## src/isa_dma_channel_program_sequencer_defines.svh

```systemverilog
// ----------------------------------------------------------------------------
// ISA DMA channel program sequencer: assertion macros
// Clocked on clk_i, disabled while rst_ni is low.
// ----------------------------------------------------------------------------
`ifndef ISA_DMA_CHANNEL_PROGRAM_SEQUENCER_DEFINES_SVH
`define ISA_DMA_CHANNEL_PROGRAM_SEQUENCER_DEFINES_SVH
`ifndef NO_ASSERTIONS
// property must hold at every clock edge out of reset
`define ISA_DMA_ASSERT(name, prop) \
  name: assert property (@(posedge clk_i) disable iff (!rst_ni) (prop)) \
    else $error("assertion failed");
// condition must never be seen at a clock edge out of reset
`define ISA_DMA_ASSERT_NEVER(name, cond) \
  name: assert property (@(posedge clk_i) disable iff (!rst_ni) !(cond)) \
    else $error("forbidden condition seen");
`else
`define ISA_DMA_ASSERT(name, prop)
`define ISA_DMA_ASSERT_NEVER(name, cond)
`endif
`endif

```

## src/isa_dma_pkg.sv

```systemverilog
// ----------------------------------------------------------------------------
// ISA DMA channel program sequencer: package
// Shared types, port addresses and port lookup functions.
// ----------------------------------------------------------------------------
package isa_dma_pkg;

  // command queue between the front and back ends; depth a power of two
  localparam int unsigned QueueDepth = 2;
  localparam int unsigned QueueAw    = (QueueDepth > 1) ? $clog2(QueueDepth) : 1;

  localparam logic [7:0] PriMaskPort = 8'h0A;
  localparam logic [7:0] PriModePort = 8'h0B;
  localparam logic [7:0] PriFfPort   = 8'h0C;
  localparam logic [7:0] SecMaskPort = 8'hD4;
  localparam logic [7:0] SecModePort = 8'hD6;
  localparam logic [7:0] SecFfPort   = 8'hD8;
  localparam logic [7:0] MaskSetBit  = 8'h04;

  typedef enum logic [1:0] {
    StatusOk         = 2'd0,
    StatusBadChan    = 2'd1,
    StatusZeroLen    = 2'd2,
    StatusMisaligned = 2'd3
  } status_e;

  typedef enum logic [3:0] {
    StepMask   = 4'd0,
    StepClrFf1 = 4'd1,
    StepMode   = 4'd2,
    StepAddrLo = 4'd3,
    StepAddrHi = 4'd4,
    StepPage   = 4'd5,
    StepClrFf2 = 4'd6,
    StepCntLo  = 4'd7,
    StepCntHi  = 4'd8,
    StepUnmask = 4'd9
  } step_e;

  // classified request, as held in the command queue
  typedef struct packed {
    status_e     status;
    logic [2:0]  chan;
    logic [15:0] word_addr;
    logic [15:0] count;
    logic [7:0]  page;
    logic [7:0]  mode;
  } cmd_t;

  function automatic logic [7:0] addr_port(input logic [2:0] chan);
    logic [7:0] p;
    unique case (chan)
      3'd0: p = 8'h00;
      3'd1: p = 8'h02;
      3'd2: p = 8'h04;
      3'd3: p = 8'h06;
      3'd4: p = 8'hC0;
      3'd5: p = 8'hC4;
      3'd6: p = 8'hC8;
      default: p = 8'hCC;
    endcase
    return p;
  endfunction

  function automatic logic [7:0] cnt_reg_port(input logic [2:0] chan);
    logic [7:0] p;
    unique case (chan)
      3'd0: p = 8'h01;
      3'd1: p = 8'h03;
      3'd2: p = 8'h05;
      3'd3: p = 8'h07;
      3'd4: p = 8'hC2;
      3'd5: p = 8'hC6;
      3'd6: p = 8'hCA;
      default: p = 8'hCE;
    endcase
    return p;
  endfunction

  function automatic logic [7:0] page_port(input logic [2:0] chan);
    logic [7:0] p;
    unique case (chan)
      3'd0: p = 8'h87;
      3'd1: p = 8'h83;
      3'd2: p = 8'h81;
      3'd3: p = 8'h82;
      3'd4: p = 8'h8F;
      3'd5: p = 8'h8B;
      3'd6: p = 8'h89;
      default: p = 8'h8A;
    endcase
    return p;
  endfunction

endpackage

```

## src/isa_dma_front.sv

```systemverilog
// ----------------------------------------------------------------------------
// ISA DMA front end
// Checks a request and turns it into a queued command: error status, address
// and count (word-scaled on the wide channels), page and merged mode byte.
// ----------------------------------------------------------------------------
module isa_dma_front (
  input  logic                start_i,
  input  logic                q_full_i,
  input  logic [2:0]          chan_num_i,
  input  logic [23:0]         phys_addr_i,
  input  logic [15:0]         byte_len_i,
  input  logic [7:0]          mode_byte_i,
  output logic                busy_o,
  output logic                push_o,
  output isa_dma_pkg::cmd_t   cmd_o
);

  logic        wide;
  logic [15:0] len_units;

  assign wide      = chan_num_i[2];
  assign len_units = wide ? {1'b0, byte_len_i[15:1]} : byte_len_i;

  assign busy_o = q_full_i;
  assign push_o = start_i && !q_full_i;

  always_comb begin
    cmd_o.chan      = chan_num_i;
    cmd_o.word_addr = wide ? phys_addr_i[16:1] : phys_addr_i[15:0];
    cmd_o.count     = len_units - 16'd1;
    cmd_o.page      = phys_addr_i[23:16];
    cmd_o.mode      = {mode_byte_i[7:2], chan_num_i[1:0]};
    // order decides: channel first, then length, then alignment
    priority if (chan_num_i == 3'd4) begin
      cmd_o.status = isa_dma_pkg::StatusBadChan;
    end else if (byte_len_i == 16'd0) begin
      cmd_o.status = isa_dma_pkg::StatusZeroLen;
    end else if (wide && (phys_addr_i[0] || byte_len_i[0])) begin
      cmd_o.status = isa_dma_pkg::StatusMisaligned;
    end else begin
      cmd_o.status = isa_dma_pkg::StatusOk;
    end
  end

endmodule

```

## src/isa_dma_queue.sv

```systemverilog
// ----------------------------------------------------------------------------
// ISA DMA command queue
// Short register queue that decouples the front and back ends.
// ----------------------------------------------------------------------------
`include "isa_dma_channel_program_sequencer_defines.svh"

module isa_dma_queue (
  input  logic               clk_i,
  input  logic               rst_ni,
  input  logic               push_i,
  input  isa_dma_pkg::cmd_t  cmd_i,
  input  logic               pop_i,
  output logic               full_o,
  output logic               empty_o,
  output isa_dma_pkg::cmd_t  head_o
);

  localparam int unsigned Aw = isa_dma_pkg::QueueAw;

  isa_dma_pkg::cmd_t entries_q [isa_dma_pkg::QueueDepth];
  logic [Aw-1:0] wr_ptr_q, wr_ptr_d;
  logic [Aw-1:0] rd_ptr_q, rd_ptr_d;
  logic [Aw:0]   fill_q, fill_d;

  assign full_o  = (fill_q == (Aw+1)'(isa_dma_pkg::QueueDepth));
  assign empty_o = (fill_q == '0);
  assign head_o  = entries_q[rd_ptr_q];

  always_comb begin
    wr_ptr_d = push_i ? wr_ptr_q + 1'b1 : wr_ptr_q;
    rd_ptr_d = pop_i ? rd_ptr_q + 1'b1 : rd_ptr_q;
    fill_d   = fill_q + {{Aw{1'b0}}, push_i} - {{Aw{1'b0}}, pop_i};
  end

  always_ff @(posedge clk_i or negedge rst_ni) begin
    if (!rst_ni) begin
      wr_ptr_q <= '0;
      rd_ptr_q <= '0;
      fill_q   <= '0;
    end else begin
      wr_ptr_q <= wr_ptr_d;
      rd_ptr_q <= rd_ptr_d;
      fill_q   <= fill_d;
    end
  end

  always_ff @(posedge clk_i) begin
    if (push_i) begin
      entries_q[wr_ptr_q] <= cmd_i;
    end
  end

  `ISA_DMA_ASSERT_NEVER(a_no_overflow, push_i && full_o)
  `ISA_DMA_ASSERT_NEVER(a_no_underflow, pop_i && empty_o)

endmodule

```

## src/isa_dma_back.sv

```systemverilog
// ----------------------------------------------------------------------------
// ISA DMA back end
// Walks the head command through the ten port writes, one per cycle, or
// reports its error in a single result.
// ----------------------------------------------------------------------------
`include "isa_dma_channel_program_sequencer_defines.svh"

module isa_dma_back (
  input  logic               clk_i,
  input  logic               rst_ni,
  input  logic               empty_i,
  input  isa_dma_pkg::cmd_t  head_i,
  output logic               pop_o,
  output logic               strobe_o,
  output logic               write_valid_o,
  output logic [7:0]         port_addr_o,
  output logic [7:0]         port_data_o,
  output logic [1:0]         status_o,
  output logic               last_write_o
);

  isa_dma_pkg::step_e step_q, step_d;

  logic       strobe_q, strobe_d;
  logic       wv_q, wv_d;
  logic [7:0] port_q, port_d;
  logic [7:0] data_q, data_d;
  logic [1:0] status_q, status_d;
  logic       last_q, last_d;

  logic       wide;
  logic       is_err;
  logic [7:0] mask_port, mode_reg_port, ff_port;
  logic [7:0] local_chan;

  assign wide          = head_i.chan[2];
  assign is_err        = (head_i.status != isa_dma_pkg::StatusOk);
  assign mask_port     = wide ? isa_dma_pkg::SecMaskPort : isa_dma_pkg::PriMaskPort;
  assign mode_reg_port = wide ? isa_dma_pkg::SecModePort : isa_dma_pkg::PriModePort;
  assign ff_port       = wide ? isa_dma_pkg::SecFfPort : isa_dma_pkg::PriFfPort;
  assign local_chan    = {6'd0, head_i.chan[1:0]};

  always_comb begin
    strobe_d = !empty_i;
    wv_d     = 1'b0;
    port_d   = 8'd0;
    data_d   = 8'd0;
    status_d = head_i.status;
    last_d   = 1'b1;
    step_d   = step_q;
    pop_o    = 1'b0;

    if (!empty_i) begin
      if (is_err) begin
        pop_o = 1'b1;
      end else begin
        wv_d   = 1'b1;
        last_d = (step_q == isa_dma_pkg::StepUnmask);
        unique case (step_q)
          isa_dma_pkg::StepMask: begin
            port_d = mask_port;
            data_d = isa_dma_pkg::MaskSetBit | local_chan;
          end
          isa_dma_pkg::StepClrFf1, isa_dma_pkg::StepClrFf2: begin
            port_d = ff_port;
          end
          isa_dma_pkg::StepMode: begin
            port_d = mode_reg_port;
            data_d = head_i.mode;
          end
          isa_dma_pkg::StepAddrLo: begin
            port_d = isa_dma_pkg::addr_port(head_i.chan);
            data_d = head_i.word_addr[7:0];
          end
          isa_dma_pkg::StepAddrHi: begin
            port_d = isa_dma_pkg::addr_port(head_i.chan);
            data_d = head_i.word_addr[15:8];
          end
          isa_dma_pkg::StepPage: begin
            port_d = isa_dma_pkg::page_port(head_i.chan);
            data_d = head_i.page;
          end
          isa_dma_pkg::StepCntLo: begin
            port_d = isa_dma_pkg::cnt_reg_port(head_i.chan);
            data_d = head_i.count[7:0];
          end
          isa_dma_pkg::StepCntHi: begin
            port_d = isa_dma_pkg::cnt_reg_port(head_i.chan);
            data_d = head_i.count[15:8];
          end
          isa_dma_pkg::StepUnmask: begin
            port_d = mask_port;
            data_d = local_chan;
          end
          default: begin
            port_d = 8'd0;
          end
        endcase
        // advance, or drop the command after the unmask write
        if (step_q == isa_dma_pkg::StepUnmask) begin
          pop_o  = 1'b1;
          step_d = isa_dma_pkg::StepMask;
        end else begin
          step_d = isa_dma_pkg::step_e'(step_q + 4'd1);
        end
      end
    end
  end

  always_ff @(posedge clk_i or negedge rst_ni) begin
    if (!rst_ni) begin
      step_q   <= isa_dma_pkg::StepMask;
      strobe_q <= 1'b0;
    end else begin
      step_q   <= step_d;
      strobe_q <= strobe_d;
    end
  end

  always_ff @(posedge clk_i) begin
    wv_q     <= wv_d;
    port_q   <= port_d;
    data_q   <= data_d;
    status_q <= status_d;
    last_q   <= last_d;
  end

  assign strobe_o      = strobe_q;
  assign write_valid_o = wv_q;
  assign port_addr_o   = port_q;
  assign port_data_o   = data_q;
  assign status_o      = status_q;
  assign last_write_o  = last_q;

  `ISA_DMA_ASSERT(a_err_is_last, (strobe_q && !wv_q) |-> (last_q && status_q != isa_dma_pkg::StatusOk))
  `ISA_DMA_ASSERT(a_write_ok, (strobe_q && wv_q) |-> (status_q == isa_dma_pkg::StatusOk))
  `ISA_DMA_ASSERT(a_step_idle_hold, empty_i |=> $stable(step_q))

endmodule

```

## src/isa_dma_channel_program_sequencer.sv

```systemverilog
// ----------------------------------------------------------------------------
// ISA DMA channel program sequencer: top level
// A request to program a DMA channel is taken on start_i while busy_o is
// low. A valid request yields ten port writes on consecutive cycles
// (mask, clear flip-flop, mode, address low/high, page, clear flip-flop,
// count low/high, unmask); a rejected one yields a single error result.
// Each result is shown for exactly one cycle with strobe_o high and cannot
// be held off. The back-end sequencer emits one result per cycle while the
// queue holds a command, finishing one request before it starts the next;
// a taken request is written into the queue and its results pass through
// the back end's output registers. A two-entry command queue lets the
// front end take further requests while writes go out; busy_o is high only
// while that queue is full.
// ----------------------------------------------------------------------------
module isa_dma_channel_program_sequencer (
  input  logic        clk_i,
  input  logic        rst_ni,
  input  logic        start_i,
  output logic        busy_o,
  input  logic [2:0]  chan_num_i,
  input  logic [23:0] phys_addr_i,
  input  logic [15:0] byte_len_i,
  input  logic [7:0]  mode_byte_i,
  output logic        strobe_o,
  output logic        write_valid_o,
  output logic [7:0]  port_addr_o,
  output logic [7:0]  port_data_o,
  output logic [1:0]  status_o,
  output logic        last_write_o
);

  logic              push;
  logic              pop;
  logic              q_full;
  logic              q_empty;
  isa_dma_pkg::cmd_t cmd;
  isa_dma_pkg::cmd_t head;

  isa_dma_front u_front (
    .start_i     (start_i),
    .q_full_i    (q_full),
    .chan_num_i  (chan_num_i),
    .phys_addr_i (phys_addr_i),
    .byte_len_i  (byte_len_i),
    .mode_byte_i (mode_byte_i),
    .busy_o      (busy_o),
    .push_o      (push),
    .cmd_o       (cmd)
  );

  isa_dma_queue u_queue (
    .clk_i   (clk_i),
    .rst_ni  (rst_ni),
    .push_i  (push),
    .cmd_i   (cmd),
    .pop_i   (pop),
    .full_o  (q_full),
    .empty_o (q_empty),
    .head_o  (head)
  );

  isa_dma_back u_back (
    .clk_i         (clk_i),
    .rst_ni        (rst_ni),
    .empty_i       (q_empty),
    .head_i        (head),
    .pop_o         (pop),
    .strobe_o      (strobe_o),
    .write_valid_o (write_valid_o),
    .port_addr_o   (port_addr_o),
    .port_data_o   (port_data_o),
    .status_o      (status_o),
    .last_write_o  (last_write_o)
  );

endmodule

```

## config.mk

```make
export PLATFORM = sky130hd
export DESIGN_NAME = isa_dma_channel_program_sequencer
export DESIGN_NICKNAME = d
export VERILOG_FILES = /design/src/isa_dma_pkg.sv /design/src/isa_dma_front.sv /design/src/isa_dma_queue.sv /design/src/isa_dma_back.sv /design/src/isa_dma_channel_program_sequencer.sv
export VERILOG_INCLUDE_DIRS = /design/src /design/src/src
export SDC_FILE = /design/constraint.sdc
export NUM_CORES = 1
export LEC_CHECK = 0
export BUFFER_PORTS_ARGS = -buffer_cell sky130_fd_sc_hd__clkbuf_2
export CAP_MARGIN = 20
export CORE_ASPECT_RATIO = 0.5
export CORE_MARGIN = 2
export CORE_UTILIZATION = 46
export CTS_BUF_LIST = sky130_fd_sc_hd__clkbuf_16
export DETAILED_ROUTE_END_ITERATION = 7
export PLACE_DENSITY = 0.66
export SETUP_SLACK_MARGIN = 0.02
export SLEW_MARGIN = 0
export SYNTH_ARGS = -nofsm -noshare
export SYNTH_HDL_FRONTEND = slang
export SYNTH_SLANG_ARGS = --single-unit
```

## constraint.sdc

```tcl
create_clock -name clk_i -period 3.7 [get_ports clk_i]
set_input_delay 0 -clock clk_i [delete_from_list [all_inputs] [get_ports clk_i]]
set_output_delay 0 -clock clk_i [all_outputs]
set_load 0.01 [all_outputs]
```

# ---- Word-level counts from Yosys, hierarchy flattened
# Memories as Yosys holds them, arrays and structs flattened.
# Cells that the tools add are included.
# W data, S select, Z words.
dict set report word_totals {
  reg_bits 29
  mem_bits_rw 106
  memories 1
}
dict set report classes {
  addsub 6
  n_eq_ne 17
  mux 20
  n_bitwise 2
  reduce_logical 16
}
# name depth word_bits rd rd_clocked_by_memory_dff wr line
set mem_list {}
lappend mem_list {u_queue.entries_q 2 53 1 0 1 isa_dma_queue.sv:20} ;# isa_dma_pkg::cmd_t entries_q [isa_dma_pkg::QueueDepth];
# op count
set op_table {}
lappend op_table {{$pmux W8 S7} 2}
lappend op_table {{$pmux W8 S8} 1}
lappend op_table {{$pmux W8 S6} 1}
lappend op_table {{$mux W16} 2}
lappend op_table {{$pmux W4 S7} 1}
lappend op_table {{$mux W8} 3}
lappend op_table {{$eq A4 B3 Y1 const B} 4}
lappend op_table {{$logic_not A16 Y1} 1}
lappend op_table {{$sub A16 B1 Y16 const B} 1}
lappend op_table {{$eq A3 B3 Y1 const B} 4}
lappend op_table {{$reduce_or A2 Y1} 5}
lappend op_table {{$eq A4 B2 Y1 const B} 2}
lappend op_table {{$eq A4 B4 Y1 const B} 2}
lappend op_table {{$eq A3 B2 Y1 const B} 2}
lappend op_table {{$mux W1} 6}
lappend op_table {{$mux W2} 3}
lappend op_table {{$add A4 B1 Y4 const B} 1}
lappend op_table {{$eq A4 B1 Y1 const B} 1}
lappend op_table {{$logic_not A4 Y1} 1}
lappend op_table {{$mux W4} 1}
lappend op_table {{$eq A3 B1 Y1 const B} 1}
lappend op_table {{$logic_not A3 Y1} 1}
lappend op_table {{$add A1 B1 Y1 const B} 2}
lappend op_table {{$add A2 B1 Y2} 1}
lappend op_table {{9 further kinds} 12}

# ---- Logic depth before layout (Yosys ltp)
dict set report depth {
  ltp_word 5
  ltp_mapped 9
  ltp_nobuf 8
}

# ---- Hierarchy
# Synthesis repeated with hierarchy kept, for this count alone.
dict set report unflattened {
  cells_unflattened 500
  area_unflattened_um2 6849.1
}
# module instances cells_per_inst area_per_inst_um2
set modules_own_cells {}
lappend modules_own_cells {isa_dma_queue 1 180 4271.6}
lappend modules_own_cells {isa_dma_back 1 183 1572.8}
lappend modules_own_cells {isa_dma_front 1 137 1004.7}

# ---- Worst setup path before layout
# No wires, ideal clock.
dict set report synth_path {
  path_type {reg-to-reg}
  startpoint {register u_queue.fill_q[1]}
  endpoint {memory u_queue.entries_q[0][10] in the netlist's numbering (enable)}
  setup_ns 0.460
  arrival_ns 2.713
  required_time_ns 3.240
  setup_slack_ns 0.527
  stages_incl_launch_ff 4
  path_buffers 0
  path_cell_list {dfrtp_1 nand2_1 nand2_1 nor2_1}
}
dict set report synth_between {
  elab_chain_len 5
}
# item line
set synth_rtl {}
lappend synth_rtl {{start, declared} isa_dma_queue.sv:23} ;# logic [Aw:0] fill_q, fill_d;
lappend synth_rtl {{start signal, assigned} isa_dma_queue.sv:43} ;# fill_q <= fill_d;
lappend synth_rtl {{$eq A2 B2 Y1} isa_dma_queue.sv:25} ;# assign full_o = (fill_q == (Aw+1)'(isa_dma_pkg::QueueDepth));
lappend synth_rtl {{$logic_not A1 Y1} isa_dma_front.sv:25} ;# assign push_o = start_i && !q_full_i;
lappend synth_rtl {{$logic_and A1 B1 Y1} isa_dma_front.sv:25}
lappend synth_rtl {{$mux W1} isa_dma_queue.sv:48} ;# if (push_i) begin
lappend synth_rtl {{$mux W1 (implied by the code)} isa_dma_queue.sv:49} ;# entries_q[wr_ptr_q] <= cmd_i;
lappend synth_rtl {{end, declared} isa_dma_queue.sv:20}
# Every way passes these cells.

# ---- Worst setup path in the final report
dict set report layout_path {
  startpoint {register u_back.step_q[0]}
  endpoint {register u_back.data_q[6], in the netlist u_back.port_data_o[6]}
}
dict set report layout_between {
  elab_chain_len 2
  elab_cells_between_ends 9
  cone_classes {7 x eq/ne; 1 x mux; 1 x reduce/logical}
}
# item line
set layout_rtl {}
lappend layout_rtl {{start, declared} isa_dma_back.sv:22} ;# isa_dma_pkg::step_e step_q, step_d;
lappend layout_rtl {{start signal, assigned} isa_dma_back.sv:112} ;# step_q <= isa_dma_pkg::StepMask;
lappend layout_rtl {{start signal, assigned} isa_dma_back.sv:115} ;# step_q <= step_d;
lappend layout_rtl {{$eq A4 B4 Y1, or another cell as far along} isa_dma_back.sv:59} ;# unique case (step_q)
lappend layout_rtl {{$pmux W8 S8 *} isa_dma_back.sv:59}
lappend layout_rtl {{end signal, assigned} isa_dma_back.sv:123} ;# data_q <= data_d;
lappend layout_rtl {{end, declared} isa_dma_back.sv:27} ;# logic [7:0] data_q, data_d;
# Mark *: on every way between the ends. The rest lies on a longest branch, timed or not.
# A chain may end at the register's enable or synchronous reset.

==> out/results.tsv <==
stage	metric	value	unit
critical_path	Worst Setup SP	u_back.step_q[0]	
power	PwrDens	730.8	mW/mm²
logic_synthesis	Async SR Flop Fraction	6.923	%
routing	Pre-antenna DRT Iters	5	
logic_synthesis	Main synth FF type	edfxtp_1	
clock_network	clk root buf	clkbuf_16	
sta	worst clock skew	0.005514	ns
routing	vias	4388	
global_routing	largest net degree at the start of global routing	46	
logic_synthesis	Synth Instances	481	
routing	Routed Antenna Nets	0	
status	result of the run	finished, final reports clean	
critical_path	reg2reg start	u_back.step_q[0]	
sta	setup ws final	1.210	ns
run	Max Cap Viol	0	
final_layout	leading cell types in the layout, fill and taps excluded	102 x edfxtp_1, 72 x clkbuf_2, 41 x dlygate4sd3_1	
critical_path	R2R Setup Slk	1.21	ns
critical_path	arrival time at the worst endpoint	2.84	ns
global_routing	Overall Global Routing Usage	21.27	%
sta	final worst path period need	2.490	ns
clock_network	total CTS buffers	17	
logic_synthesis	Yosys warning count	0	
critical_path	Critical Path Source Type	flop	
critical_path	Crit. End Element	flop	
routing	wire per inst	18.15	µm
global_routing	initial antenna violation count	0	
power	Gate power share	28.7	%
sta	Slew Viols, Final	0	
sta	Setup violations, final	0	
floorplanning	Die ar.	0.01404	mm²
place	GPL Wtd Cong	0.8461	
critical_path	Worst EP required	4.04	ns
sta	headroom to the max-slew limit	28.80	%
power	Peak VDD IR	0.3884	mV
power	Pint	3.675	mW
hold_path	Worst Hold Class	in -> reg	
logic_synthesis	Seq/Total Area, Yosys	61.11	%
global_routing	gr ovfl total	0	
critical_path	Critical Path End	u_back.port_data_o[6]	
power	Seq pwr share	41.0	%
final_layout	n_diodes	0	
sta	RSZ-0062 raised after global routing	false	
final_layout	fin nets	650	
final_layout	Layout area overhead	25.28	%
sta	Worst Tran Pin Value	1.054	ns
floorplanning	core area	0.01270	mm²
final_layout	Post-Route Utilization	59.22	%
clock_network	Max Root-Sink Buffers	2	
critical_path	worst-case reg-to-reg path depth	5	
place	pre-CTS setup slack	1.234	ns
sta	Setup TNS Final	0	ns
sta	Fin. Hold Viols	0	
clock_network	H-tree Lvls	4	
power	Clk pwr share	30.3	%
final_layout	fin area	0.007521	mm²
floorplanning	IO Count	76	
final_layout	commonest non-fill, non-tap cell in the layout	edfxtp_1	
floorplanning	# rows	29	
logic_synthesis	mapped cell area	0.006003	mm²
place	Post-DP Area	0.006518	mm²
logic_synthesis	Mean Syn Cell Area	12.48	µm²
place	post-DP HPWL	9.597	mm
global_routing	number of global-route vias before repair	4157	
logic_synthesis	EDFF count, synth	102	
sta	Tcrit/Tclk final	67.31	%
logic_synthesis	Distinct cells, synth	54	
floorplanning	Die Ht	84.78	µm
clock_network	CTS sink cnt	130	
place	Port Buffer Count	72	
final_layout	share of cells above drive strength 1	24.59	%
critical_path	WS Path Type	reg -> reg	
logic_synthesis	synthesis-stage register bit count	130	
routing	Residual DRC	0	
sta	Max Freq	0.4015	GHz
power	Sw Ratio	33.14	%
routing	DRT iter0 DRCs	427	
logic_synthesis	syn nets	538	
routing	via-per-instance ratio	5.655	
clock_network	worst skew pair latency	0.42	ns
critical_path	crit-path max FO	22	
clock_network	CTS tree	built	
power	sw power	1.822	mW
routing	drt total wl	14.09	mm
global_routing	first-pass GRT wire length	21.97	mm
power	LEAKAGE	2.781	nW
floorplanning	die width	165.6	µm
floorplanning	Starting Density	47.27	%
critical_path	RR Endpoint	u_back.port_data_o[6]	
clock_network	clk slew on worst S/H paths	0.06	ns
repair_timing:
action,in CTS,in global routing
gates resized for setup,0,0
buffers inserted,0,0
endpoints found under the setup margin,0,0
hold endpoints to repair,76,0
hold buffers,41,0
layout make-up:
| cell class | count | area [µm²] |
|---|---|---|
| tap | 170 | 212.7 |
| inverter | 12 | 45.04 |
| fill | 1040 | 5179 |
| multi-input combinational | 308 | 2147 |
| clock buffer | 17 | 425.4 |
| clock inverter | 15 | 167.7 |
| sequential | 130 | 3670 |
| timing repair buffer | 124 | 853.3 |
how the worst min path moves through the flow:
stage             startpoint                        to  slack, ns  cells past startpoint
4_1_cts        byte_len_i[5]  u_queue.entries_q[0][21]       0.06                      2
2_1_floorplan         rst_ni          u_back.step_q[0]      -0.30                      0
6_report       byte_len_i[5]  u_queue.entries_q[0][21]       0.07                      2
3_3_place_gp          rst_ni           u_back.strobe_o      -0.13                      1
5_1_grt        byte_len_i[5]  u_queue.entries_q[1][21]       0.08                      2
3_5_place_dp          rst_ni           u_back.strobe_o      -0.13                      1
Yosys cell counts (2+ instances only):
library cell	count	share of area [%]
nand2b_1	5	0.52
a32oi_1	4	0.58
nand3_1	9	0.75
and2_1	4	0.42
a31oi_1	4	0.42
buf_1	6	0.38
dfxtp_1	19	6.3
mux2i_1	27	4.5
inv_1	12	0.75
nor4_1	7	0.73
dfrtp_1	9	3.8
o21ai_0	23	1.9
buf_6	3	0.56
nor3_1	14	1.2
nor2b_1	8	0.83
or3_1	2	0.21
a21o_1	2	0.25
nand3b_1	3	0.38
nand2_1	36	2.3
a211o_1	3	0.44
a21oi_1	21	1.8
clkbuf_1	14	0.88
ha_1	3	0.63
nor2_1	24	1.5
o22ai_1	5	0.52
and3_1	3	0.31
a221oi_1	5	0.73
o32ai_1	2	0.29
a211oi_1	4	0.50
a32o_1	7	1.2
o22a_1	3	0.44
o211ai_1	8	1.0
o31a_1	2	0.29
a22oi_1	6	0.75
o311ai_0	2	0.29
buf_2	7	0.58
xnor2_1	12	1.8
mux2_2	28	5.3
a22o_1	3	0.44
o31ai_1	5	0.63
edfxtp_1	102	51
xor2_1	3	0.44
worst max-delay path, cell delays in order (launching register included):
cell and delay, ns:
dfrtp_1 0.75, nor4bb_1 0.98, a21oi_1 0.17, o211ai_1 0.13, o21ai_0 0.19, a21oi_1 0.19
power groups by stage:
stage	logic, mW	registers [mW]	clock network, mW
2_1_floorplan	1.16	2.14	0
3_3_place_gp	1.50	2.27	0
3_5_place_dp	1.53	2.28	0
4_1_cts	1.58	2.25	1.68
5_1_grt	1.73	2.30	1.75
6_report	1.58	2.25	1.67
cells by family after synthesis:
| group | count (synthesis) | share of synthesized area, % |
|---|---|---|
| multiplexers | 56 | 9.983 |
| buffers and inverters | 43 | 3.272 |
| adder cells (fa/ha/maj) | 3 | 0.6253 |
| AO/OA/AOI/OAI | 112 | 12.82 |
| other | 1 | 0.06247 |
| XOR/XNOR | 15 | 2.188 |
| AND/OR/NAND/NOR | 121 | 9.942 |
| flip-flops | 130 | 61.11 |
per-stage QoR:
| step | power, mW | hold WS, ns | instances |
|---|---|---|---|
| 3_3_place_gp | 3.769 | -0.1286 | 703 |
| 2_1_floorplan | 3.299 | -0.2956 | 481 |
| 6_report | 5.496 | 0.07330 | 776 |
| 5_1_grt | 5.774 | 0.07509 | 776 |
| 4_1_cts | 5.507 | 0.06083 | 776 |
| 3_5_place_dp | 3.803 | -0.1273 | 703 |
registers in the layout, summed over array words and instances, names as in the netlist:
register              flops
u_queue.wr_ptr_q          1
u_back.step_q             4
u_back.last_write_o       1
u_queue.fill_q            2
u_queue.rd_ptr_q          1
u_back.status_o           2
u_back.write_valid_o      1
u_queue.entries_q       102
u_back.strobe_o           1
u_back.port_addr_o        7
u_back.port_data_o        8
metal layers:
layer / up-vias / wire length, µm / track usage [%] / share of wire (%)
met5: - / 0 / 0 / 0
li1: 2072 / - / - / -
met2: 190 / 6515 / 32.14 / 46
met1: 2108 / 6185 / 30.53 / 44
met3: 18 / 1199 / 4.792 / 8.5
met4: 0 / 189 / 7.210 / 1.3
Note: power is estimated with default switching activity, not from simulation.
